[src/rtl/nau_pkg.sv]
package nau_pkg;

  localparam int unsigned DataWidth   = 32;
  localparam int unsigned OpWidth     = 3;
  localparam int unsigned CoefWidth   = 16;
  localparam int unsigned CfgIdxWidth = 4;
  localparam int unsigned ExpArgWidth = 38;
  localparam int unsigned KWidth      = 7;
  localparam int unsigned ExpWidth    = 33;
  localparam int unsigned ProdWidth   = CoefWidth + ExpWidth;
  localparam int unsigned NumTerms    = 13;

  localparam logic [ExpArgWidth-1:0] Ln2Q32 = 38'h00_B172_17F8;
  localparam logic [ExpWidth-1:0]    OneQ32 = 33'h1_0000_0000;

  localparam logic [CfgIdxWidth-1:0] RegEluAlpha   = 4'd0;
  localparam logic [CfgIdxWidth-1:0] RegSeluLambda = 4'd1;

  localparam logic [CoefWidth-1:0] EluAlphaRst   = 16'd4096;
  localparam logic [CoefWidth-1:0] SeluLambdaRst = 16'd4304;

  typedef enum logic [OpWidth-1:0] {
    OpIdent   = 3'd0,
    OpSigmoid = 3'd1,
    OpTanh    = 3'd2,
    OpElu     = 3'd3,
    OpSelu    = 3'd4,
    OpRelu    = 3'd5
  } op_e;

  typedef struct packed {
    logic [OpWidth-1:0]          operation;
    logic signed [DataWidth-1:0] x_value;
  } nau_in_t;

  typedef struct packed {
    logic signed [DataWidth-1:0] y_value;
    logic                        bad_operation;
    logic                        saturated;
  } nau_out_t;

  typedef struct packed {
    op_e                  op;
    logic                 bad;
    logic                 neg;
    logic [DataWidth-1:0] mag;
  } nau_ctx_t;

  typedef struct packed {
    nau_ctx_t             ctx;
    logic [ProdWidth-1:0] prod;
  } nau_mid_t;

endpackage

[src/rtl/nau_div.sv]
module nau_div
  import nau_pkg::*;
#(
  parameter int unsigned FracBits = 16
) (
  input  logic                  clk_i,
  input  logic                  rst_ni,
  input  logic                  en_i,
  input  logic                  valid_i,
  input  nau_ctx_t              ctx_i,
  input  logic [ExpWidth-1:0]   e_i,
  input  logic [CoefWidth-1:0]  alpha_i,
  output logic                  valid_o,
  output nau_mid_t              mid_o,
  output logic [FracBits:0]     quo_o
);

  localparam int unsigned QWidth   = FracBits + 1;
  localparam int unsigned DenWidth = ExpWidth + 1;
  localparam int unsigned RemWidth = DenWidth + FracBits;

  logic [ExpWidth-1:0] one_minus;
  logic [DenWidth-1:0] one_plus;
  logic [ExpWidth-1:0] num;
  logic [RemWidth-1:0] dividend;
  nau_mid_t            mid_d;

  assign one_minus = OneQ32 - e_i;
  assign one_plus  = DenWidth'(OneQ32) + DenWidth'(e_i);

  always_comb begin
    if (ctx_i.op == OpSigmoid) begin
      num = ctx_i.neg ? e_i : OneQ32;
    end else begin
      num = one_minus;
    end
  end

  // rounded ratio: (num * 2^frac + den / 2) / den
  assign dividend = (RemWidth'(num) << FracBits) + RemWidth'(one_plus >> 1);
  assign mid_d.ctx  = ctx_i;
  assign mid_d.prod = ProdWidth'(alpha_i) * ProdWidth'(one_minus);

  logic                p_v_q;
  nau_mid_t            p_mid_q;
  logic [RemWidth-1:0] p_rem_q;
  logic [DenWidth-1:0] p_den_q;

  always_ff @(posedge clk_i or negedge rst_ni) begin
    if (!rst_ni) begin
      p_v_q <= 1'b0;
    end else if (en_i) begin
      p_v_q <= valid_i;
    end
  end

  always_ff @(posedge clk_i) begin
    if (en_i) begin
      p_mid_q <= mid_d;
      p_rem_q <= dividend;
      p_den_q <= one_plus;
    end
  end

  // restoring division, one quotient bit per stage
  logic                d_v_q   [QWidth];
  nau_mid_t            d_mid_q [QWidth];
  logic [RemWidth-1:0] d_rem_q [QWidth];
  logic [DenWidth-1:0] d_den_q [QWidth];
  logic [QWidth-1:0]   d_quo_q [QWidth];

  for (genvar j = 0; j < QWidth; j++) begin : g_bit
    localparam int unsigned Bit = QWidth - 1 - j;

    logic                src_v;
    nau_mid_t            src_mid;
    logic [RemWidth-1:0] src_rem;
    logic [DenWidth-1:0] src_den;
    logic [QWidth-1:0]   src_quo;
    logic [RemWidth-1:0] step;
    logic                ge;

    if (j == 0) begin : g_head
      assign src_v   = p_v_q;
      assign src_mid = p_mid_q;
      assign src_rem = p_rem_q;
      assign src_den = p_den_q;
      assign src_quo = '0;
    end else begin : g_body
      assign src_v   = d_v_q[j-1];
      assign src_mid = d_mid_q[j-1];
      assign src_rem = d_rem_q[j-1];
      assign src_den = d_den_q[j-1];
      assign src_quo = d_quo_q[j-1];
    end

    assign step = RemWidth'(src_den) << Bit;
    assign ge   = src_rem >= step;

    always_ff @(posedge clk_i or negedge rst_ni) begin
      if (!rst_ni) begin
        d_v_q[j] <= 1'b0;
      end else if (en_i) begin
        d_v_q[j] <= src_v;
      end
    end

    always_ff @(posedge clk_i) begin
      if (en_i) begin
        d_mid_q[j] <= src_mid;
        d_den_q[j] <= src_den;
        d_rem_q[j] <= ge ? (src_rem - step) : src_rem;
        d_quo_q[j] <= src_quo | (QWidth'(ge) << Bit);
      end
    end
  end

  assign valid_o = d_v_q[QWidth-1];
  assign mid_o   = d_mid_q[QWidth-1];
  assign quo_o   = d_quo_q[QWidth-1];

endmodule

[config.mk]
export PLATFORM = sky130hd
export DESIGN_NAME = nau_div
export DESIGN_NICKNAME = d
export VERILOG_FILES = /design/src/rtl/nau_pkg.sv /design/src/rtl/nau_div.sv
export SDC_FILE = /design/constraint.sdc
export NUM_CORES = 2
export LEC_CHECK = 0
export BUFFER_PORTS_ARGS = -buffer_cell sky130_fd_sc_hd__buf_2
export CAP_MARGIN = 5
export CELL_PAD_IN_SITES_DETAIL_PLACEMENT = 0
export CELL_PAD_IN_SITES_GLOBAL_PLACEMENT = 1
export CORE_MARGIN = 5
export CORE_UTILIZATION = 35
export CTS_CLUSTER_DIAMETER = 50
export DETAILED_ROUTE_END_ITERATION = 8
export GPL_TIMING_DRIVEN = 0
export MAX_ROUTING_LAYER = met4
export PLACE_DENSITY_LB_ADDON = 0.1
export SLEW_MARGIN = 20
export SYNTH_ARGS = -nofsm -noshare
export SYNTH_HDL_FRONTEND = slang
export SYNTH_SLANG_ARGS = --single-unit
[constraint.sdc]
create_clock -name clk_i -period 3.8 [get_ports clk_i]
set_input_delay 0.38 -clock clk_i [delete_from_list [all_inputs] [get_ports clk_i]]
set_output_delay 0.38 -clock clk_i [all_outputs]
set_load 0.005 [all_outputs]
[Word-level counts from Yosys, hierarchy flattened]
Memory sizes are Yosys's and may differ from the RTL's.
Cells that the tools add are included.
Storage, ports and cells
  register bits: 188
  bits in writable memories: 3179
  input port bits: 90
  output and inout port bits: 104
  logic and storage cells: 105
  memories kept: 4
Memory list
  d_mid_q: depth 17, bits a word 86, read ports 17, clocked after Yosys merged registers in 0, write ports 17, RTL line nau_div.sv:67  | nau_mid_t d_mid_q [QWidth];
  d_rem_q: depth 17, bits a word 50, read ports 16, clocked after Yosys merged registers in 0, write ports 17, RTL line nau_div.sv:68  | logic [RemWidth-1:0] d_rem_q [QWidth];
  d_den_q: depth 17, bits a word 34, read ports 16, clocked after Yosys merged registers in 0, write ports 17, RTL line nau_div.sv:69  | logic [DenWidth-1:0] d_den_q [QWidth];
  d_quo_q: depth 17, bits a word 17, read ports 17, clocked after Yosys merged registers in 0, write ports 17, RTL line nau_div.sv:70  | logic [QWidth-1:0] d_quo_q [QWidth];
Operators by class
  $add $sub $neg: 20
  multiply operators: 1
  order comparisons: 17
  eq/ne operators: 1
  multiplexer cells: 21
  bitwise logic cells: 16
Operators by type and width (number)
  two-way mux 50 bit: 17
  two-way mux 33 bit: 2
  adder 49 x 33 -> 50 bit: 1
  greater-or-equal comparator 50 x 34 -> 1 bit: 1
  greater-or-equal comparator 50 x 35 -> 1 bit: 1
  greater-or-equal comparator 50 x 36 -> 1 bit: 1
  greater-or-equal comparator 50 x 37 -> 1 bit: 1
  greater-or-equal comparator 50 x 38 -> 1 bit: 1
  greater-or-equal comparator 50 x 39 -> 1 bit: 1
  greater-or-equal comparator 50 x 40 -> 1 bit: 1
  greater-or-equal comparator 50 x 41 -> 1 bit: 1
  greater-or-equal comparator 50 x 42 -> 1 bit: 1
  greater-or-equal comparator 50 x 43 -> 1 bit: 1
  greater-or-equal comparator 50 x 44 -> 1 bit: 1
  greater-or-equal comparator 50 x 45 -> 1 bit: 1
  greater-or-equal comparator 50 x 46 -> 1 bit: 1
  greater-or-equal comparator 50 x 47 -> 1 bit: 1
  greater-or-equal comparator 50 x 48 -> 1 bit: 1
  greater-or-equal comparator 50 x 49 -> 1 bit: 1
  greater-or-equal comparator 50 bit: 1
  subtractor 50 x 34 -> 50 bit: 1
  subtractor 50 x 35 -> 50 bit: 1
  subtractor 50 x 36 -> 50 bit: 1
  subtractor 50 x 37 -> 50 bit: 1
  other kinds (34): 35

[Logic depth before layout (Yosys ltp)]
  depth in word-level cells: 3
  depth in mapped cells: 31
  mapped depth without buffers: 30

[Least setup slack after synthesis]
No wires, ideal clock.
  kind: input -> register
  start point: input e_i[4]
  end point: register p_mid_q, in the netlist g_bit[0].src_mid[46], data pin
  library setup time: 255 ps
  data arrival time: 8065 ps
  data required time: 3545 ps
  setup slack: -4520 ps
  stages: 28
  path buffers: 2
  cells stage by stage: or3_1 -> or3b_2 -> nor3_1 -> nand2_1 -> xor2_1 -> clkbuf_1 -> nand2_1 -> fa_1 -> inv_1 -> fa_1 -> fa_1 -> fa_1 -> fa_1 -> inv_1 -> fa_1 -> inv_1 -> ha_1 -> clkbuf_1 -> a21o_1 -> a21o_1 -> a41oi_1 -> a21oi_1 -> o21ai_0 -> a21o_1 -> a31oi_1 -> a2bb2oi_1 -> or3b_2 -> and3_1
RTL lines
  start, declared: RTL line nau_div.sv:11  | input logic [ExpWidth-1:0] e_i,
  end signal, assigned: RTL line nau_div.sv:59  | p_mid_q <= mid_d;
  end, declared: RTL line nau_div.sv:45  | nau_mid_t p_mid_q;

==> metrics.csv <==
metric,value,unit
post-synthesis cell count,11700,
Setup crit start kind,input pin,
initial core utilization,35.1,%
worst r2r dst,d_rem_q[0][46],
Synth Register Bits,2995,
"area leader, netlist",edfxtp_1,
critical path endpoint,g_bit[0].src_mid[46],
worst setup path class,in2reg,
critical path required time,4.53,ns
"Design Area, Final",0.181,sq mm
register area share after synthesis,59.9,%
core area,0.427,sq mm
max-cap viol count,0,
number of buffers inserted by port buffering,193,
global-route wire length before repair,621000,um
Lkg Pwr,0.0705,uW
dpl cell area,0.159,sq mm
Final WS setup,-3.64,ns
status,"complete, but fails checks",
clk sinks,2995,
crit path time final,7.44,ns
Final #Nets,14000,
worst reg2reg path depth,18,
mapped cell area,0.150,sq mm
Crit Reg-Reg Startpoint,g_bit[0].src_den[0],
largest net degree at the start of global routing,147,
RSZ-0062 raised after global routing,true,
Worst Path Arrival,8.17,ns
initial antenna violation count,48,
total grt overflow,0,
CTS max path bufs,4,
total negative slack,-124.28,ns
IO Pins,194,
Worst-path clk slew,0.06,ns
Hold Path Depth,4,
Post-synth EDFFs,2977,
Final setup viols,131,
hold crit path type,in2reg,
crit end category,flip-flop,
Synth async-reset ratio,0.601,%
Crit path top cell by count,fa_1,
Setup crit start,e_i[3],
Die Wd,664,um
reg2reg setup slack,-0.29,ns
Max IR drop VDD,1520,uV
failing checks,negative setup slack,
Fin. Hold Viols,0,
CP max FO,6,
Worst Max-Slew Pin Slew,0.944,ns
final cell count without fillers,18800,
drt initial violations,6822,
max incr delay on CP,0.54,ns
vias,92600,
DRC violations left,0,
wire length per cell,22.2,um
Die ar.,0.441,sq mm
YS warnings,0,
"top cells by area, synth","edfxtp_1, fa_1, ha_1",
Power Total,164000,uW
chip height,664,um
DR vias/cell,4.94,
Yosys top cell area share,59.6,%
Max transition margin,37.0,%
root cell of the clock tree,clkbuf_16,
number of global-route vias before repair,95600,
Layout area overhead,20.6,%
power density over the cells,907,mW/mm^2
Total Wirelength,416000,um
"Core Util, Final",42.3,%
Pre-antenna DRT Iters,6,
achievable frequency,134,MHz
CTS tree,yes,
ANT nets after route,0,
layout cells sized above 1,16.1,%
Netlist cell types,100,
Final Cycle Share,196,%
Post-synth top flop,edfxtp_1,
Avg Inst Size Synth,12.8,sq um
H-tree depth,5,
GP Congestion,0.879,
Post-Syn Nets,13000,
Cell Count Post-Placement,17600,
slowest cell on the critical path,fa_1,
Post-Route Skew,0.0484,ns
"Clk Latency, worst-skew pair",0.95,ns
TritonCTS Buffers,398,
row count,240,
Slew Limit Fails,0,
GRT Util Overall,19.1,%
DPL Wire Length,310000,um
==> logic make-up after synthesis <==
kind of cell / after synthesis / share of synthesized area [%]
mux: 120 / 0.895
buf+inv: 1619 / 4.33
fa+ha+maj: 1166 / 12.0
compound gates: 2407 / 10.0
flops: 2995 / 59.9
xor+xnor: 678 / 3.96
simple gates: 2740 / 8.87
==> state kept, by name (all words and copies together) (netlist names) <==
signal / flops
g_bit.src_rem: 50
valid_o: 1
g_bit.src_den: 18
d_den_q: 408
d_mid_q: 1462
g_bit.src_v: 17
d_rem_q: 800
g_bit.src_mid: 86
d_quo_q: 153
==> final cells by class <==
cell class | instances | area [sq um]
clock inverters | 282 | 2820
well taps | 5687 | 7120
multi-input cells | 7111 | 57800
clock buffers | 452 | 10200
plain buffers | 409 | 2970
inverters | 1193 | 4490
flip-flops and latches | 2995 | 89800
diodes | 33 | 82.6
fillers | 39800 | 246000
repair buffers | 589 | 5470
==> routing by layer <==
metal / vias up / share of wire (%) / GRT usage [%]
li1: 44300 / - / -
met1: 46000 / 46 / 25.7
met4: 0 / 2.7 / 4.82
met5: - / 0 / -
met3: 562 / 4.1 / 2.61
met2: 1819 / 47 / 30.6
==> per-stage QoR <==
stage / worst slack, ns / hold WS (ns)
finish: -3.64 / 0.136
global route: -3.75 / 0.0577
CTS: -3.52 / 0.00249
detailed placement: -6.33 / 0.324
global placement: -46.02 / 0.312
floorplan: -3.81 / 0.0844
==> synth_stat cells (99+ instances only) <==
cell         n
o21a_1      99
nand2_1    877
mux2_2     112
nor3_1     127
edfxtp_1  2977
fa_1       449
inv_1     1189
clkbuf_1   291
xor2_1     294
ha_1       717
nand2b_1   102
nand3_1    141
nand4_1    139
o21ai_0    467
xnor2_1    384
buf_4      103
a21o_1     358
nor2_1     664
a21oi_1    873
and2_1     243
==> how the worst min path moves through the flow <==
stage                        start              endpoint  slack [ns]
final                      e_i[17]  g_bit[0].src_rem[33]        0.14
after CTS                  e_i[26]  g_bit[0].src_rem[42]       0.002
after floorplan             rst_ni        g_bit[0].src_v        0.08
after global routing      ctx_i[9]  g_bit[0].src_mid[58]        0.06
after detailed placement    rst_ni        g_bit[0].src_v        0.32
after global placement      rst_ni        g_bit[0].src_v        0.31
==> where the power goes <==
part           total, uW  internal [uW]  switching (uW)  leakage, uW
Clock              36100          21200           15000      0.00627
Sequential         49200          45300            3840       0.0292
Combinational      78600          34900           43700       0.0351
Total             164000         101000           62500       0.0705
==> critical path: cells and delay by family <==
family	cells	cell delay, ns
adder cells (fa/ha/maj)	7	3.25
AO/OA/AOI/OAI	8	1.38
XOR/XNOR	1	0.21
buffers and inverters	7	0.78
AND/OR/NAND/NOR	7	2.11
==> cell usage in the layout, fill, tap and decap left out, drive strengths merged, types with 88 or more instances in the layout <==
cell	count
edfxtp	2977
nand4	139
nor2	664
a21oi	874
nand3	142
nand2	877
o21ai	472
fa	449
ha	717
nor3	130
o21a	99
o21bai	88
clkinv	151
mux2	112
nand2b	102
a21o	358
buf	641
clkbuf	719
xor2	294
a31oi	88
and2	244
xnor2	384
inv	1270
==> what timing repair did <==
action,CTS,global route
setup buffers,235,45
endpoints found under the hold margin,149,0
gates resized for setup,958,148
endpoints found under the setup margin,969,652
hold buffers,88,0
pin swaps,227,124
gates cloned,11,0
(Power assumes the default switching activity.)
