## src/rtl/nau_pkg.sv

```systemverilog
package nau_pkg;

  localparam int unsigned DataWidth   = 32;
  localparam int unsigned OpWidth     = 3;
  localparam int unsigned CoefWidth   = 16;
  localparam int unsigned CfgIdxWidth = 4;
  localparam int unsigned ExpArgWidth = 38;
  localparam int unsigned KWidth      = 7;
  localparam int unsigned ExpWidth    = 33;
  localparam int unsigned ProdWidth   = CoefWidth + ExpWidth;
  localparam int unsigned NumTerms    = 13;

  localparam logic [ExpArgWidth-1:0] Ln2Q32 = 38'h00_B172_17F8;
  localparam logic [ExpWidth-1:0]    OneQ32 = 33'h1_0000_0000;

  localparam logic [CfgIdxWidth-1:0] RegEluAlpha   = 4'd0;
  localparam logic [CfgIdxWidth-1:0] RegSeluLambda = 4'd1;

  localparam logic [CoefWidth-1:0] EluAlphaRst   = 16'd4096;
  localparam logic [CoefWidth-1:0] SeluLambdaRst = 16'd4304;

  typedef enum logic [OpWidth-1:0] {
    OpIdent   = 3'd0,
    OpSigmoid = 3'd1,
    OpTanh    = 3'd2,
    OpElu     = 3'd3,
    OpSelu    = 3'd4,
    OpRelu    = 3'd5
  } op_e;

  typedef struct packed {
    logic [OpWidth-1:0]          operation;
    logic signed [DataWidth-1:0] x_value;
  } nau_in_t;

  typedef struct packed {
    logic signed [DataWidth-1:0] y_value;
    logic                        bad_operation;
    logic                        saturated;
  } nau_out_t;

  typedef struct packed {
    op_e                  op;
    logic                 bad;
    logic                 neg;
    logic [DataWidth-1:0] mag;
  } nau_ctx_t;

  typedef struct packed {
    nau_ctx_t             ctx;
    logic [ProdWidth-1:0] prod;
  } nau_mid_t;

endpackage

```

## src/rtl/nau_front.sv

```systemverilog
module nau_front
  import nau_pkg::*;
#(
  parameter int unsigned FracBits = 16
) (
  input  logic                   clk_i,
  input  logic                   rst_ni,
  input  logic                   en_i,
  input  logic                   in_valid_i,
  input  nau_in_t                in_data_i,
  output logic                   valid_o,
  output nau_ctx_t               ctx_o,
  output logic [ExpArgWidth-1:0] arg_o,
  output logic                   zero_o
);

  localparam logic [DataWidth-1:0] ExpCap  = DataWidth'(64) << FracBits;
  localparam logic [DataWidth-1:0] TanhCap = DataWidth'(32) << FracBits;

  logic                   neg;
  logic [DataWidth-1:0]   xu;
  logic [DataWidth-1:0]   mag;
  logic                   bad;
  op_e                    op;
  logic                   zero_d;
  logic [ExpArgWidth-1:0] arg_d;

  logic                   valid_q;
  nau_ctx_t               ctx_q;
  logic [ExpArgWidth-1:0] arg_q;
  logic                   zero_q;

  assign xu  = in_data_i.x_value;
  assign neg = xu[DataWidth-1];
  assign mag = neg ? (DataWidth'(0) - xu) : xu;
  assign bad = in_data_i.operation[2] & in_data_i.operation[1];
  assign op  = bad ? OpIdent : op_e'(in_data_i.operation);

  // tanh works on e^-2|x|, so its argument is doubled
  always_comb begin
    if (op == OpTanh) begin
      zero_d = mag >= TanhCap;
      arg_d  = ExpArgWidth'(mag) << (33 - FracBits);
    end else begin
      zero_d = mag >= ExpCap;
      arg_d  = ExpArgWidth'(mag) << (32 - FracBits);
    end
  end

  always_ff @(posedge clk_i or negedge rst_ni) begin
    if (!rst_ni) begin
      valid_q <= 1'b0;
    end else if (en_i) begin
      valid_q <= in_valid_i;
    end
  end

  always_ff @(posedge clk_i) begin
    if (en_i) begin
      ctx_q.op  <= op;
      ctx_q.bad <= bad;
      ctx_q.neg <= neg;
      ctx_q.mag <= mag;
      arg_q     <= arg_d;
      zero_q    <= zero_d;
    end
  end

  assign valid_o = valid_q;
  assign ctx_o   = ctx_q;
  assign arg_o   = arg_q;
  assign zero_o  = zero_q;

endmodule

```

## config.mk

```make
export PLATFORM = sky130hd
export DESIGN_NAME = nau_front
export DESIGN_NICKNAME = d
export VERILOG_FILES = /design/src/rtl/nau_pkg.sv /design/src/rtl/nau_front.sv
export SDC_FILE = /design/constraint.sdc
export NUM_CORES = 1
export LEC_CHECK = 0
export BUFFER_PORTS_ARGS = -buffer_cell sky130_fd_sc_hd__buf_2
export CAP_MARGIN = 20
export CELL_PAD_IN_SITES_DETAIL_PLACEMENT = 0
export CELL_PAD_IN_SITES_GLOBAL_PLACEMENT = 1
export CORE_UTILIZATION = 38
export CTS_CLUSTER_DIAMETER = 80
export CTS_CLUSTER_SIZE = 20
export DETAILED_ROUTE_END_ITERATION = 8
export PLACE_DENSITY = 0.84
export SYNTH_ARGS = -nofsm -noshare
export SYNTH_HDL_FRONTEND = slang
export SYNTH_SLANG_ARGS = --single-unit
```

## constraint.sdc

```tcl
create_clock -name clk_i -period 1 [get_ports clk_i]
set_clock_uncertainty 0.2 [all_clocks]
set_input_delay 0.05 -clock clk_i [delete_from_list [all_inputs] [get_ports clk_i]]
set_output_delay 0.05 -clock clk_i [all_outputs]
set_load 0.05 [all_outputs]
```

* Word-level counts from Yosys, hierarchy flattened
Index checks and enable logic that the tools add are counted.
Widths: inputs -> output; s select.
** Cells by class
- Shifts and indexed selects :: 0
- Div/mod/pow operators :: 0
- Bitwise logic cells :: 1
- Multiply operators :: 0
- Add/subtract/negate cells :: 1
- $lt $le $gt $ge :: 2
- Equal/unequal tests :: 1
- Reductions and logical operators :: 0
- Mux-type cells :: 4
** Operator list (count)
- $mux 38 :: 1
- $ge 32x22->1 const B :: 1
- $ge 32x23->1 const B :: 1
- $mux 32 :: 1
- $sub 1x32->32 const A :: 1
- $eq 3x2->1 const B :: 1
- $mux 3 :: 1
- $and 1x1->1 :: 1
- $mux 1 :: 1
** Storage, ports and cells
- Memory bits (read-only) :: 0
- Output and inout port bits :: 77
- Logic and storage cells :: 17
- Memories :: 0
- Bits in latches :: 0
- Flip-flop bits (word level) :: 77
- Bits in writable memories :: 0

* Depth between registers and ports, before layout
Gate-level depths: netlist (run 1).
- Depth in word-level cells :: 4
- Mapped depth :: 8
- Mapped depth without buffers :: 8

* Worst setup path after synthesis (run 1)
No wires, ideal clock.
- Kind :: input to register
- From :: input port in_data_i[21] (netlist bit)
- To :: register zero_q (netlist: zero_o) (data pin)
- Stages on the path :: 6
- Data required time :: 0.528 ns
- Buffers on the path :: 0
- Setup slack :: -2.065 ns
- Library setup time :: 0.272 ns
- Arrival time :: 2.594 ns
- Cell sequence :: or4_4 > or4_4 > or3_4 > or3b_1 > a311o_1 > or4_1
** Between the ends
- Longest elaborated chain between the ends :: 4
- Elaborated cells between the ends (all ways) :: 5
** RTL lines
- start: declaration :: RTL line nau_front.sv:10 : input nau_in_t in_data_i,
- $sub 1x32->32 :: RTL line nau_front.sv:35 : assign mag = neg ? (DataWidth'(0) - xu) : xu;
- $mux 32 (*) :: RTL line nau_front.sv:35
- $ge 32x23->1 / $ge 32x22->1 (equally long branches) :: RTL line nau_front.sv:45, nau_front.sv:42
- $mux 1 (*) :: RTL line nau_front.sv:41 : if (op == OpTanh) begin
- via zero_d :: RTL line nau_front.sv:25 : logic zero_d;
- end signal: assignment :: RTL line nau_front.sv:65 : zero_q <= zero_d;
- end: declaration :: RTL line nau_front.sv:31 : logic zero_q;
The timed path passes the listed nets; every way through them passes the cells marked *.
A chain may end at the register's enable or synchronous reset.

* Final worst setup path (run 1)
Same ends and word-level chain as after synthesis.

==> impl_metrics.toml, run 1 <==
[global_routing]
grt_pass1_wl_um = 15400
grt_max_degree = 24
grt_pass1_vias = 2963
overflow = 0
antenna_found_initial = 0
grt_usage_pct = 24.6

[synthesis]
synth_top_area_share_pct = 57.9
synth_edf_count = 60
synth_flop_cell = "edfxtp_1"
syn_inst = 251
async_reset_ff_share_pct = 1.64
yosysWarnings = 0
synth_cell_types = 40
yosysTopAreaCell = "edfxtp_1"
syn_avg_cell_area_um2 = 12.4
ys_seq_area_share_pct = 58.7
synthTopCellsByArea = "edfxtp_1 58%, mux2i_1 6.1%, xor2_1 5.9%, buf_4 3.9%, inv_1 3.1%"
syn-cell-area_mm2 = 0.00311
synth_seq_cells = 61

[die]
row_count = 32
die_w_um = 92.5
die_area_mm2 = 0.00856
coreArea_mm2 = 0.00781
ios = 116
fp.dieH_um = 92.5
start_util_pct = 39.9

[setup_path]
arrival_ns = 2.77
worstPathRequired_ns = 0.89
r2r_start = "valid_o"
timing.reg2reg.setup_slack_ns = -0.10
r2r-end = "valid_o"
end_kind = "flop"
critPathKind = "in2reg"
rr_worst_depth = 2
startpoint_type = "input port"
worstPathMaxFanout = 2

[worst_hold_path]
min_to = "ctx_o[32]"
min-delay-path-class = "in2reg"
hold_path_depth = 3
min_from = "in_data_i[31]"

[layout]
antenna-diode-count = 0
nets = 506
area_delta_synth_final_pct = 100
regArea_mm2 = 0.00183
n_fill_cell = 404
drive_gt1_share_pct = 67.3
final_cells = 573
multi_input_area_mm2 = 0.00183

[detailed_routing]
antenna_left = 0
wirelength_um = 11200
num_vias = 2891
vias_per_cell = 5.05
wl_per_cell_um = 19.5
drc = 0
drtIter0Drc = 100
drt_first_pass_iters = 4

[timing]
slew_violations = 0
hold_viol = 18
rsz0062_at_grt = "yes"
max_freq_mhz = 347
post-route-period-util_pct = 288
setup_viol = 117
tns_ns = -48.69
timing.final.ws_setup_ns = -1.88
hold_slack_ns = -0.115
fin_crit_ns = 2.88

[placement]
dp_hpwl_um = 5550
placed_cells = 518
dp_worst_setup_slack_ns = -2.23
port_buffers = 99
gp_congestion = 0.815

[power]
p_per_area_mw_per_mm2 = 1390
power.total_mw = 8.67
ir_drop_v = 0.000588
leakage_nw = 2.62

[cts]
clock_sinks = 61
cts.path.max_buffers = 2
htree_num_levels = 3
clock-root-buffer = "clkbuf_8"
tritoncts = "built"
cts.reportedPaths.clkPinSlew_ns = 0.07
numCtsBuffers = 9
clk_latency_ns = 0.36

[run]
cap_violations = 0

[status]
status = "complete, but fails checks"
violations = "negative hold slack, negative setup slack"
report_power, final:
part           internal, mW  switching (mW)  leakage (nW)  total, mW
Clock                  1.39           0.966         0.107       2.36
Sequential             3.15           0.135         0.597       3.28
Combinational          1.18            1.86          1.91       3.04
worst max-delay path by stage:
stage / end / startpoint / slack, ns / cells after the start
floorplan: zero_o / in_data_i[18] / -2.05 / 6
global placement: zero_o / in_data_i[18] / -2.20 / 7
detailed placement: zero_o / in_data_i[18] / -2.23 / 7
CTS: zero_o / in_data_i[21] / -1.77 / 7
global route: zero_o / in_data_i[21] / -1.90 / 7
finish: zero_o / in_data_i[21] / -1.88 / 7
synthesized netlist by cell type, types with 7 or more instances:
cell and instances:
o21ai_0 8, edfxtp_1 60, or4_1 7, mux2i_1 19, o31ai_1 9, buf_4 16, xnor2_1 10, nand2_1 12
nor2_1 8, xor2_1 21, inv_1 26, clkbuf_1 7
timing repair:
item / 4_1_cts / 5_1_grt
resized for setup: 230 / 52
pin swaps: 34 / 33
gates cloned: 1 / 0
endpoints found under the setup margin: 113 / 117
hold buffers: 5 / 2
hold endpoints to repair: 32 / 21
setup buffers: 32 / 20
area by class of cell:
type / count / area share (%)
Inverter: 26 / 1.93
Timing Repair Buffer: 212 / 34.0
Sequential cell: 61 / 29.3
Clock inverter: 5 / 1.21
Multi-Input combinational cell: 156 / 29.4
Tap cell: 102 / 2.05
Clock buffer: 11 / 2.11
metal layers:
metal / track usage, % / routed length (um) / part of all wire, %
met5: 0 / 0 / 0
met4: 14.2 / 389 / 3.5
met3: 4.84 / 521 / 4.7
met2: 45.2 / 6320 / 57
met1: 25.9 / 3920 / 35
flip-flops by register name (all words and copies together) (netlist names):
| register | flops |
|---|---|
| zero_o | 1 |
| ctx_o | 37 |
| valid_o | 1 |
| arg_o | 22 |
cells by family (layout without fill, tap and decap cells):
family	after synthesis	count (layout)	synth area share, %
simple gates	58	58	10.8
fa+ha+maj	1	1	0.402
mux	21	21	6.83
xor+xnor	31	31	8.72
flops	61	61	58.7
compound gates	29	29	6.59
other cells	1	16	0.120
buf+inv	49	254	7.84
through the flow:
stage / area, um2 / utilization, % / hold slack (ns)
6_report: 6230 / 79.8 / -0.115
4_1_cts: 5930 / 75.9 / -0.133
2_1_floorplan: 3580 / - / -0.446
3_5_place_dp: 4550 / 58.3 / -0.374
5_1_grt: 6230 / 79.8 / -0.130
3_3_place_gp: 4550 / 58.3 / -0.375
critical path, stage by stage:
cell and delay (ns):
buf_8 0.09, or4_4 0.56, or4_4 0.50, or3_4 0.41
or3b_4 0.38, a311o_1 0.28, or4_1 0.50
cell usage in the layout, fill, tap and decap left out, types with 8 or more instances in the layout:
cell and n:
clkbuf_8 9, xor2_2 15, o31ai_4 8, nand2_4 11, buf_12 10, conb_1 16, edfxtp_1 60, buf_6 102
buf_2 27, mux2i_1 19, inv_1 18, buf_4 60
Power figures use the tool's default switching activity.
==> run 2, diff against run 1 <==
--- a/config.mk
+++ b/config.mk
@@ -13,7 +13,9 @@
 export CTS_CLUSTER_DIAMETER = 80
 export CTS_CLUSTER_SIZE = 20
 export DETAILED_ROUTE_END_ITERATION = 8
+export GPL_TIMING_DRIVEN = 0
 export PLACE_DENSITY = 0.84
 export SYNTH_ARGS = -nofsm -noshare
 export SYNTH_HDL_FRONTEND = slang
 export SYNTH_SLANG_ARGS = --single-unit
+export TNS_END_PERCENT = 1
==> run 2 against run 1 <==
The run still ends with negative hold slack, negative setup slack left. Die area is the same. First-iteration DRC count decreased by 26%. Worst hold slack worse by 0.029 ns. Sequential power is essentially flat. Critical path type unchanged.
==> impl_metrics.toml, run 2 (synthesized netlist as in run 1, its figures left out) <==
[status]
status = "complete, but fails checks"
violations = "negative hold slack, negative setup slack"

[power]
leakage_nw = 2.01
ir_drop_v = 0.000877
p_per_area_mw_per_mm2 = 1680

[global_routing]
overflow = 0
grt_pass1_vias = 2306
grt_pass1_wl_um = 11200
grt_max_degree = 42
antenna_found_initial = 0
grt_usage_pct = 17.3

[cts]
numCtsBuffers = 9
tritoncts = "built"
cts.reportedPaths.clkPinSlew_ns = 0.07
hold_buffers = 12
htree_num_levels = 3
clock_sinks = 61
cts.path.max_buffers = 2
clk_latency_ns = 0.33
clock-root-buffer = "clkbuf_8"

[setup_path]
arrival_ns = 2.63
critPathTopFamily = "simple AND/OR/NAND/NOR gates"
critPathKind = "in2reg"
max_stage_delay_ns = 0.55
r2r_start = "valid_o"
crit_path_top_delay_cell = "or4_4"
worstPathRequired_ns = 0.87
timing.reg2reg.setup_slack_ns = 0.04
end_kind = "flop"
crit_top_cell = "or4_4"
rr_worst_depth = 1
r2r-end = "valid_o"
crit_buf_inv = 1
path_depth = 7
path_cells = "buf_6 > or4_4 > or4_4 > or3_4 > or3b_1 > a311o_1 > or4_1"
endpoint = "zero_o"
critPathLaunch = "in_data_i[21]"
startpoint_type = "input port"
worstPathMaxFanout = 2

[detailed_routing]
vias_per_cell = 4.84
drt_first_pass_iters = 5
wl_per_cell_um = 14.6
drtIter0Drc = 74
wirelength_um = 7340
antenna_left = 0
num_vias = 2424
drc = 0

[layout]
final_core_util_pct = 62.1
final_common_cell = "buf_6"
antenna-diode-count = 0
largest_reg_flops = 37
drive_gt1_share_pct = 45.4
nets = 434
layout_common_cells = "65 x buf_6, 60 x edfxtp_1, 34 x buf_2"
final_cells = 501
area_delta_synth_final_pct = 55.7

[die]
die_area_mm2 = 0.00856
start_util_pct = 39.9
ios = 116
row_count = 32
die_w_um = 92.5
coreArea_mm2 = 0.00781
fp.dieH_um = 92.5

[placement]
dp_worst_setup_slack_ns = -2.48
placed_cells = 468
port_buffers = 99
dp_hpwl_um = 5090
gp_congestion = 0.855

[timing]
post-route-period-util_pct = 276
hold_viol = 59
worst_slew_pin_slew_ns = 0.568
hold_slack_ns = -0.144
slew_violations = 0
max_freq_mhz = 362
timing.final.ws_setup_ns = -1.76
setup_viol = 112
fin_crit_ns = 2.76
slew_headroom_pct = 61.8
rsz0062_at_grt = "yes"

[run]
cap_violations = 0

[worst_hold_path]
min-delay-path-class = "in2reg"
-- run 2: cell types whose count changed in the layout (fill, tap and decap cells not counted), moves of 7 or more --
cell / previous run / this run
buf_12: 10 / 1
buf_2: 27 / 34
o31ai_4: 8 / 0
nand2_4: 11 / 0
xor2_1: 2 / 17
nand2_1: 0 / 7
buf_4: 60 / 22
xor2_2: 15 / 4
buf_6: 102 / 65
-- run 2: report_power, final --
part	switching, mW	internal (mW)
combinational	1.58	0.858
clock	0.909	1.53
sequential	0.122	3.14
-- run 2: metrics by stage --
stage | instance area [um2] | setup TNS (ns) | power, mW
after floorplan | 3170 | -45.41 | 4.73
after global placement | 3790 | -112.09 | 5.20
after detailed placement | 3810 | -87.90 | 5.23
after CTS | 4770 | -49.40 | 8.16
after global routing | 4850 | -50.50 | 8.43
final | 4850 | -42.46 | 8.15
-- run 2: worst min path at each step --
stage,cells past startpoint,slack (ns),endpoint,start
5_1_grt,3,-0.16,ctx_o[21],in_data_i[21]
2_1_floorplan,0,-0.45,valid_o,rst_ni
4_1_cts,3,-0.16,ctx_o[21],in_data_i[21]
6_report,3,-0.14,ctx_o[19],in_data_i[19]
3_5_place_dp,1,-0.37,valid_o,rst_ni
3_3_place_gp,1,-0.38,valid_o,rst_ni
-- run 2: final cells by class --
type	count	area, um2
fillers	649	2960
flip-flops and latches	61	1830
multi-input cells	156	1250
repair buffers	117	1080
plain buffers	23	243
clock buffers	12	155
well taps	102	128
inverters	26	97.6
clock inverters	4	70.1
-- run 2: layer usage --
| metal | wire (um) | vias to the layer above | track usage, % |
|---|---|---|---|
| li1 | - | 1166 | - |
| met1 | 3090 | 1147 | 21.2 |
| met2 | 3630 | 100 | 29.4 |
| met3 | 484 | 11 | 5.34 |
| met4 | 131 | 0 | 4.82 |
| met5 | 0 | - | 0 |
-- run 2: repair_timing --
item	CTS	global route
setup endpoints to repair	116	116
hold endpoints to repair	77	57
pin swaps	11	13
gates resized for setup	171	22
buffers inserted	4	1
