===== config.mk =====
export PLATFORM = sky130hd
export DESIGN_NAME = nau_exp
export DESIGN_NICKNAME = d
export VERILOG_FILES = /design/src/rtl/nau_pkg.sv /design/src/rtl/nau_exp.sv
export SDC_FILE = /design/constraint.sdc
export NUM_CORES = 1
export LEC_CHECK = 0
export BUFFER_PORTS_ARGS = -buffer_cell sky130_fd_sc_hd__buf_2
export CAP_MARGIN = 10
export CORE_ASPECT_RATIO = 1.5
export CORE_MARGIN = 1.5
export CORE_UTILIZATION = 40
export DETAILED_ROUTE_END_ITERATION = 12
export HOLD_SLACK_MARGIN = 0.15
export PLACE_DENSITY = 0.55
export SYNTH_ARGS = -nofsm -noshare
export SYNTH_HDL_FRONTEND = slang
export SYNTH_SLANG_ARGS = --single-unit

===== constraint.sdc =====
create_clock -name clk_i -period 19.6 [get_ports clk_i]
set_input_delay 3.92 -clock clk_i [delete_from_list [all_inputs] [get_ports clk_i]]
set_output_delay 3.92 -clock clk_i [all_outputs]
set_load 0.01 [all_outputs]

===== src/rtl/nau_pkg.sv =====
package nau_pkg;

  localparam int unsigned DataWidth   = 32;
  localparam int unsigned OpWidth     = 3;
  localparam int unsigned CoefWidth   = 16;
  localparam int unsigned CfgIdxWidth = 4;
  localparam int unsigned ExpArgWidth = 38;
  localparam int unsigned KWidth      = 7;
  localparam int unsigned ExpWidth    = 33;
  localparam int unsigned ProdWidth   = CoefWidth + ExpWidth;
  localparam int unsigned NumTerms    = 13;

  localparam logic [ExpArgWidth-1:0] Ln2Q32 = 38'h00_B172_17F8;
  localparam logic [ExpWidth-1:0]    OneQ32 = 33'h1_0000_0000;

  localparam logic [CfgIdxWidth-1:0] RegEluAlpha   = 4'd0;
  localparam logic [CfgIdxWidth-1:0] RegSeluLambda = 4'd1;

  localparam logic [CoefWidth-1:0] EluAlphaRst   = 16'd4096;
  localparam logic [CoefWidth-1:0] SeluLambdaRst = 16'd4304;

  typedef enum logic [OpWidth-1:0] {
    OpIdent   = 3'd0,
    OpSigmoid = 3'd1,
    OpTanh    = 3'd2,
    OpElu     = 3'd3,
    OpSelu    = 3'd4,
    OpRelu    = 3'd5
  } op_e;

  typedef struct packed {
    logic [OpWidth-1:0]          operation;
    logic signed [DataWidth-1:0] x_value;
  } nau_in_t;

  typedef struct packed {
    logic signed [DataWidth-1:0] y_value;
    logic                        bad_operation;
    logic                        saturated;
  } nau_out_t;

  typedef struct packed {
    op_e                  op;
    logic                 bad;
    logic                 neg;
    logic [DataWidth-1:0] mag;
  } nau_ctx_t;

  typedef struct packed {
    nau_ctx_t             ctx;
    logic [ProdWidth-1:0] prod;
  } nau_mid_t;

endpackage


===== src/rtl/nau_exp.sv =====
module nau_exp
  import nau_pkg::*;
(
  input  logic                   clk_i,
  input  logic                   rst_ni,
  input  logic                   en_i,
  input  logic                   valid_i,
  input  nau_ctx_t               ctx_i,
  input  logic [ExpArgWidth-1:0] arg_i,
  input  logic                   zero_i,
  output logic                   valid_o,
  output nau_ctx_t               ctx_o,
  output logic [ExpWidth-1:0]    e_o
);

  localparam int unsigned RWidth   = 32;
  localparam int unsigned SumWidth = ExpWidth + 1;
  localparam int unsigned HiShift  = 24;
  localparam int unsigned HiWidth  = ExpArgWidth - HiShift;
  localparam int unsigned RecShift = 16;
  localparam int unsigned RecWidth = 9;
  localparam int unsigned KpWidth  = HiWidth + RecWidth;
  // floor(2^40 / ln2q32), never overestimates the quotient
  localparam logic [RecWidth-1:0] LnRecip =
    RecWidth'((64'd1 << (HiShift + RecShift)) / 64'(Ln2Q32));

  // range reduction: reciprocal estimate of arg / ln2, low by at most one,
  // then remainder and a single correction step
  logic                   ra_v_q;
  nau_ctx_t               ra_ctx_q;
  logic                   ra_zero_q;
  logic [ExpArgWidth-1:0] ra_arg_q;
  logic [KWidth-1:0]      ra_k_q;

  logic                   rb_v_q;
  nau_ctx_t               rb_ctx_q;
  logic                   rb_zero_q;
  logic [ExpArgWidth-1:0] rb_rem_q;
  logic [KWidth-1:0]      rb_k_q;

  logic                   rc_v_q;
  nau_ctx_t               rc_ctx_q;
  logic                   rc_zero_q;
  logic [ExpArgWidth-1:0] rc_rem_q;
  logic [KWidth-1:0]      rc_k_q;

  logic [KpWidth-1:0]     k_prod;
  logic [KWidth-1:0]      k_est;
  logic [ExpArgWidth-1:0] k_ln2;
  logic                   rem_ge;

  assign k_prod = KpWidth'(arg_i[ExpArgWidth-1:HiShift]) * KpWidth'(LnRecip);
  assign k_est  = k_prod[RecShift +: KWidth];
  assign k_ln2  = ExpArgWidth'(ra_k_q) * Ln2Q32;
  assign rem_ge = rb_rem_q >= Ln2Q32;

  always_ff @(posedge clk_i or negedge rst_ni) begin
    if (!rst_ni) begin
      ra_v_q <= 1'b0;
      rb_v_q <= 1'b0;
      rc_v_q <= 1'b0;
    end else if (en_i) begin
      ra_v_q <= valid_i;
      rb_v_q <= ra_v_q;
      rc_v_q <= rb_v_q;
    end
  end

  always_ff @(posedge clk_i) begin
    if (en_i) begin
      ra_ctx_q  <= ctx_i;
      ra_zero_q <= zero_i;
      ra_arg_q  <= arg_i;
      ra_k_q    <= k_est;

      rb_ctx_q  <= ra_ctx_q;
      rb_zero_q <= ra_zero_q;
      rb_rem_q  <= ra_arg_q - k_ln2;
      rb_k_q    <= ra_k_q;

      rc_ctx_q  <= rb_ctx_q;
      rc_zero_q <= rb_zero_q;
      rc_rem_q  <= rem_ge ? (rb_rem_q - Ln2Q32) : rb_rem_q;
      rc_k_q    <= rb_k_q + KWidth'(rem_ge);
    end
  end

  // taylor series of e^-r, two stages per term: multiply, then divide by n
  logic                ta_v_q    [NumTerms];
  nau_ctx_t            ta_ctx_q  [NumTerms];
  logic                ta_zero_q [NumTerms];
  logic [KWidth-1:0]   ta_k_q    [NumTerms];
  logic [RWidth-1:0]   ta_r_q    [NumTerms];
  logic [SumWidth-1:0] ta_sum_q  [NumTerms];
  logic [RWidth-1:0]   ta_p_q    [NumTerms];

  logic                tb_v_q    [NumTerms];
  nau_ctx_t            tb_ctx_q  [NumTerms];
  logic                tb_zero_q [NumTerms];
  logic [KWidth-1:0]   tb_k_q    [NumTerms];
  logic [RWidth-1:0]   tb_r_q    [NumTerms];
  logic [SumWidth-1:0] tb_sum_q  [NumTerms];
  logic [ExpWidth-1:0] tb_term_q [NumTerms];

  for (genvar t = 0; t < NumTerms; t++) begin : g_term
    localparam int unsigned N = t + 1;
    localparam int unsigned L = $clog2(N);
    localparam bit Odd = (N % 2) == 1;
    // exact floor(v / n) for any 32-bit v
    localparam logic [32:0] Recip =
      33'(((65'd1 << (32 + L)) + 65'(N) - 65'd1) / 65'(N));

    logic                src_v;
    nau_ctx_t            src_ctx;
    logic                src_zero;
    logic [KWidth-1:0]   src_k;
    logic [RWidth-1:0]   src_r;
    logic [SumWidth-1:0] src_sum;
    logic [ExpWidth-1:0] src_term;
    logic [64:0]         prod;
    logic [64:0]         qprod;
    logic [RWidth-1:0]   q;

    if (t == 0) begin : g_head
      assign src_v    = rc_v_q;
      assign src_ctx  = rc_ctx_q;
      assign src_zero = rc_zero_q;
      assign src_k    = rc_k_q;
      assign src_r    = rc_rem_q[RWidth-1:0];
      assign src_sum  = SumWidth'(OneQ32);
      assign src_term = OneQ32;
    end else begin : g_body
      assign src_v    = tb_v_q[t-1];
      assign src_ctx  = tb_ctx_q[t-1];
      assign src_zero = tb_zero_q[t-1];
      assign src_k    = tb_k_q[t-1];
      assign src_r    = tb_r_q[t-1];
      assign src_sum  = tb_sum_q[t-1];
      assign src_term = tb_term_q[t-1];
    end

    assign prod  = 65'(src_term) * 65'(src_r);
    assign qprod = 65'(ta_p_q[t]) * 65'(Recip);
    assign q     = qprod[32+L +: RWidth];

    always_ff @(posedge clk_i or negedge rst_ni) begin
      if (!rst_ni) begin
        ta_v_q[t] <= 1'b0;
        tb_v_q[t] <= 1'b0;
      end else if (en_i) begin
        ta_v_q[t] <= src_v;
        tb_v_q[t] <= ta_v_q[t];
      end
    end

    always_ff @(posedge clk_i) begin
      if (en_i) begin
        ta_ctx_q[t]  <= src_ctx;
        ta_zero_q[t] <= src_zero;
        ta_k_q[t]    <= src_k;
        ta_r_q[t]    <= src_r;
        ta_sum_q[t]  <= src_sum;
        ta_p_q[t]    <= prod[63:32];

        tb_ctx_q[t]  <= ta_ctx_q[t];
        tb_zero_q[t] <= ta_zero_q[t];
        tb_k_q[t]    <= ta_k_q[t];
        tb_r_q[t]    <= ta_r_q[t];
        tb_sum_q[t]  <= Odd ? (ta_sum_q[t] - SumWidth'(q)) : (ta_sum_q[t] + SumWidth'(q));
        tb_term_q[t] <= ExpWidth'(q);
      end
    end
  end

  // cap at 1.0, then scale by 2^-k; an argument past the cap gives zero
  logic [SumWidth-1:0] fin_sum;
  logic [ExpWidth-1:0] capped;
  logic [ExpWidth-1:0] e_d;
  logic                valid_q;
  nau_ctx_t            ctx_q;
  logic [ExpWidth-1:0] e_q;

  assign fin_sum = tb_sum_q[NumTerms-1];
  assign capped  = (fin_sum > SumWidth'(OneQ32)) ? OneQ32 : fin_sum[ExpWidth-1:0];
  assign e_d     = tb_zero_q[NumTerms-1] ? '0 : (capped >> tb_k_q[NumTerms-1]);

  always_ff @(posedge clk_i or negedge rst_ni) begin
    if (!rst_ni) begin
      valid_q <= 1'b0;
    end else if (en_i) begin
      valid_q <= tb_v_q[NumTerms-1];
    end
  end

  always_ff @(posedge clk_i) begin
    if (en_i) begin
      ctx_q <= tb_ctx_q[NumTerms-1];
      e_q   <= e_d;
    end
  end

  assign valid_o = valid_q;
  assign ctx_o   = ctx_q;
  assign e_o     = e_q;

endmodule


# After elaboration in Yosys (flattened, before gate mapping)
# Memories as Yosys holds them, arrays and structs flattened. A register that Yosys moved wholly into a read port is not among the register bits.
# Index checks and enable logic that the tools add are counted.
# Widths: inputs -> output; s select.
[op_classes]
n_mul = 23
n_mux = 4
n_shift = 1
n_addsub = 5
magnitude_cmp = 2
[op_table]
columns = ["operator", "count"]
rows = [
  ["$mul 33x32->64", 12],
  ["$mul 32x32->64 const B", 6],
  ["$mul 32x33->65 const B", 1],
  ["$mul 32x31->63 const B", 1],
  ["$mul 32x30->62 const B", 1],
  ["$ge 38x32->1 const B", 1],
  ["$sub 38x38->38", 1],
  ["$mul 7x29->35 const B", 1],
  ["$add 34x31->34", 1],
  ["$gt 34x33->1 const B", 1],
  ["$sub 34x32->34", 1],
  ["$mux 33", 1],
  ["$shr 33x7->33", 1],
  ["$mux 32", 1],
  ["$sub 32x32->32 const B", 1],
  ["$mul 14x9->23 const B", 1],
  ["$add 7x1->7", 1],
  ["$mux 1", 2],
]
[word_totals]
input_bits = 80
ramBits = 3718
word_cells = 99
reg_bits = 306
output_inout_bits = 71
mem_count = 12
[memory_table]
columns = ["memory", "depth", "width", "read_ports", "rd_ports_with_merged_regs", "write_ports", "line_no", "rtl"]
rows = [
  ["ta_ctx_q", 13, 37, 13, 0, 13, "nau_exp.sv:90", "nau_ctx_t ta_ctx_q [NumTerms];"],
  ["tb_ctx_q", 13, 37, 13, 1, 13, "nau_exp.sv:98", "nau_ctx_t tb_ctx_q [NumTerms];"],
  ["ta_sum_q", 13, 34, 2, 0, 13, "nau_exp.sv:94", "logic [SumWidth-1:0] ta_sum_q [NumTerms];"],
  ["tb_sum_q", 13, 34, 13, 0, 13, "nau_exp.sv:102", "logic [SumWidth-1:0] tb_sum_q [NumTerms];"],
  ["ta_p_q", 13, 32, 13, 0, 13, "nau_exp.sv:95", "logic [RWidth-1:0] ta_p_q [NumTerms];"],
  ["ta_r_q", 13, 32, 13, 0, 13, "nau_exp.sv:93", "logic [RWidth-1:0] ta_r_q [NumTerms];"],
  ["+6 memories", "n/a", "n/a", "n/a", "n/a", "n/a", "n/a", ""],
]

# Logic depth before layout (Yosys ltp)
# An unclocked memory read counts as a cell.
[depth]
depth_word = 4
mapped_depth = 29
depth_no_buf = 27

# Least setup slack after synthesis
# No wires, ideal clock.
[synth_timing]
path_kind = "in2reg"
from = "in arg_i[27]"
to = "reg ra_k_q[6] (data pin)"
t_arrival_ns = 7.418
path_buffers = 0
setup_slack_ns = 11.925
setup_time_ns = 0.258
required_ns = 19.342
stages = 15
cell_sequence = "ha_1 -> inv_1 -> fa_1 -> inv_1 -> fa_1 -> fa_1 -> ha_1 -> a21o_1 -> a21oi_1 -> o21ai_0 -> a311oi_1 -> o211ai_1 -> a31o_2 -> a21oi_1 -> xnor2_1"
[synth_between]
elab_chain_cells = 1
[synth_lines]
columns = ["item", "line_no", "rtl"]
rows = [
  ["from (decl)", "nau_exp.sv:9", "input logic [ExpArgWidth-1:0] arg_i,"],
  ["$mul 14x9->23", "nau_exp.sv:52", "assign k_prod = KpWidth'(arg_i[ExpArgWidth-1:HiShift]) * KpWidth'(LnRecip);"],
  ["via k_prod[22]", "nau_exp.sv:47", "logic [KpWidth-1:0] k_prod;"],
  ["to (signal assigned)", "nau_exp.sv:74", "ra_k_q <= k_est;"],
  ["to (decl)", "nau_exp.sv:33", "logic [KWidth-1:0] ra_k_q;"],
]
# The timed path passes the listed nets, and every way through them passes these cells.
# A chain may end at the register's enable or synchronous reset.

# Worst setup path after layout
[layout_timing]
from = "in arg_i[29]"
to = "reg ra_k_q[6] (data pin)"
# Same word-level chain as after synthesis.

==> qor.csv <==
metric,value,unit
final wirelength,68800,µm
initial DRC count,1338,
worst slew pin tran,1.19,ns
met1 wire length,27300,µm
WP data arrival,8.08,ns
vias in the first global route,22000,
Routability Congestion,0.812,
final setup TNS,0,ns
post-synth net total,2816,
initial antenna violation count,0,
WL/cell,15.0,µm
vias,21100,
endpoint class of the critical path,flop,
Netlist cell types,64,
PostCTS Resize Cnt,0,
largest net degree at the start of global routing,214,
Setup Buffers After CTS,0,
Yosys reg bits,1475,
met3 wire len,3190,µm
grt total ovfl,0,
die footprint,133000,µm²
Avg Inst Size Synth,21.0,µm²
Finished Core Util,46.0,%
fraction of final layout cells sized beyond drive strength 1,14.3,%
Layout Area Growth over Synthesis,14.3,%
Num CTS Buffers,140,
Peak Freq,131,MHz
Clock Tree Buf Depth,3,
core area,130000,µm²
hold crit path type,reg2reg,
Max Cap Viol,0,
diodes inserted,0,
number of flops mapped to enable cells by yosys,1445,
Die H,445,µm
worst setup margin,11.99,ns
# rows,162,
"Seq/Total Area, Yosys",84.6,%
Layout Skew,0.0321,ns
hpwl dp,40000,µm
Yosys Warn Count,0,
met2 WL,36000,µm
total track usage,10.5,%
Slew Limit Headroom,20.9,%
Final setup viols,0,
Clock Latency Late Sink,0.75,ns
Post-synth ARST share,2.03,%
Max Slew Vio Count,0,
"Hold Violations, Final",0,
Initial Util,40.2,%
status,finished clean,
unrepaired setup endpoints after global routing,no,
I/O Buffers,147,
min Tclk post-route,7.61,ns
drt drc,0,
Via density,4.59,
depth of the CTS H-tree,4,
die width,298,µm
final hold slack,0.398,ns
"CTS clk-pin slew, worst paths",0.06,ns
CTS Hold Bufs,0,
CTS tree,done,
WS Path Type,in2reg,
startpoint types,input pin,
number of antenna-violating nets in the routed design,0,
# nets final,3098,
Top Layer Used,met4,
first-pass GRT wire length,111000,µm
I/O pin total,151,
CTS sink count,1475,
crit share post-route,38.8,%
"Req. time, crit path",20.08,ns
cells after synthesis,2480,
post-synthesis cell area,52200,µm²
Post-Place Setup Slack,11.22,ns
Crit Path Max Fanout,6,
Post-synth top flop,edfxtp_1,
DRT Pass-1 Iters,5,
CTS root buffer,clkbuf_16,
-- path summary, 6_finish.rpt --
path | startpoint | to | slack [ns] | cells past startpoint
setup / recovery | arg_i[29] | ra_k_q[6] | 11.99 | 16
hold / removal | ta_ctx_q[0][284] | tb_ctx_q[7][25] | 0.40 | 0
setup reg to reg | ra_k_q[1] | rb_rem_q[37] | 12.16 | 24
hold reg to reg | ta_ctx_q[0][284] | tb_ctx_q[7][25] | 0.40 | 0
max in group asynchronous | rst_ni | g_term[9].src_v | 15.97 | 1
min in group asynchronous | rst_ni | valid_o | 3.20 | 1
-- critical path, stage by stage --
cell	delay, ns
buf_2	0.17
ha_1	0.29
inv_1	0.05
fa_1	0.53
inv_1	0.06
fa_1	0.51
fa_1	0.49
ha_1	0.32
a21o_1	0.18
a21oi_1	0.13
o21ai_0	0.11
a311oi_1	0.51
o211ai_1	0.23
a31o_2	0.29
a21oi_1	0.20
xnor2_1	0.08
-- state kept, by name, summed over array words and instances, names as in the netlist, 33 cells and up --
name	flops
ra_arg_q	35
ta_ctx_q	481
tb_k_q	91
rb_ctx_q	37
ta_k_q	91
g_term.src_ctx	37
ctx_o	37
tb_ctx_q	481
ra_ctx_q	37
e_o	33
rb_rem_q	35
-- cells in the mapped netlist (22+ instances only) --
| cell type | instances | area, µm² |
|---|---|---|
| xor2_1 | 22 | 193 |
| mux2_2 | 30 | 338 |
| nor2_1 | 76 | 285 |
| fa_1 | 62 | 1240 |
| nand2_1 | 50 | 188 |
| a21oi_1 | 70 | 350 |
| inv_1 | 149 | 559 |
| ha_1 | 194 | 2430 |
| dfrtp_1 | 30 | 751 |
| o21ai_0 | 38 | 190 |
| a21o_1 | 28 | 210 |
| xnor2_1 | 52 | 455 |
| edfxtp_1 | 1445 | 43400 |
| nand3_1 | 35 | 175 |
-- cell type report --
type | count | area [µm²]
fillers | 11000 | 70100
flip-flops and latches | 1475 | 44100
multi-input cells | 837 | 7390
clock buffers | 173 | 3700
well taps | 1722 | 2150
repair buffers | 159 | 878
clock inverters | 83 | 818
inverters | 149 | 559
-- cell families after synthesis --
kind of cell | Yosys count | share of synthesized area [%]
AOI/OAI and AO/OA | 219 | 2.78
and+or+nand+nor | 257 | 2.46
buffers and inverters | 168 | 1.21
muxes | 31 | 0.667
adders and majority gates | 256 | 7.03
xor gates and xnor gates | 74 | 1.24
DFF | 1475 | 84.6
-- per-layer routing --
layer	global-route usage, %	vias up
met5	0	-
met2	18.4	418
met4	5.08	0
met3	2.65	166
li1	-	10100
met1	11.8	10400
-- cells in the final DEF, fill, tap and decap left out, drive strengths merged, types with 50 or more instances in the layout --
cell type  synthesis  layout
a21oi             73      73
buf                0     159
clkbuf            19     173
clkinv             0      62
edfxtp          1445    1445
fa                62      62
ha               194     194
inv              149     158
nand2             50      50
nor2              76      76
xnor2             52      52
-- through the flow --
stage	std cells	instance area [µm²]
CTS	4598	59600
floorplan	2480	52200
global placement	4342	55100
finish	4598	59600
detailed placement	4342	55100
global route	4598	59600
Power is not shown: default switching activity piles up to over one toggle a cycle in this logic, so the estimate is an artifact.
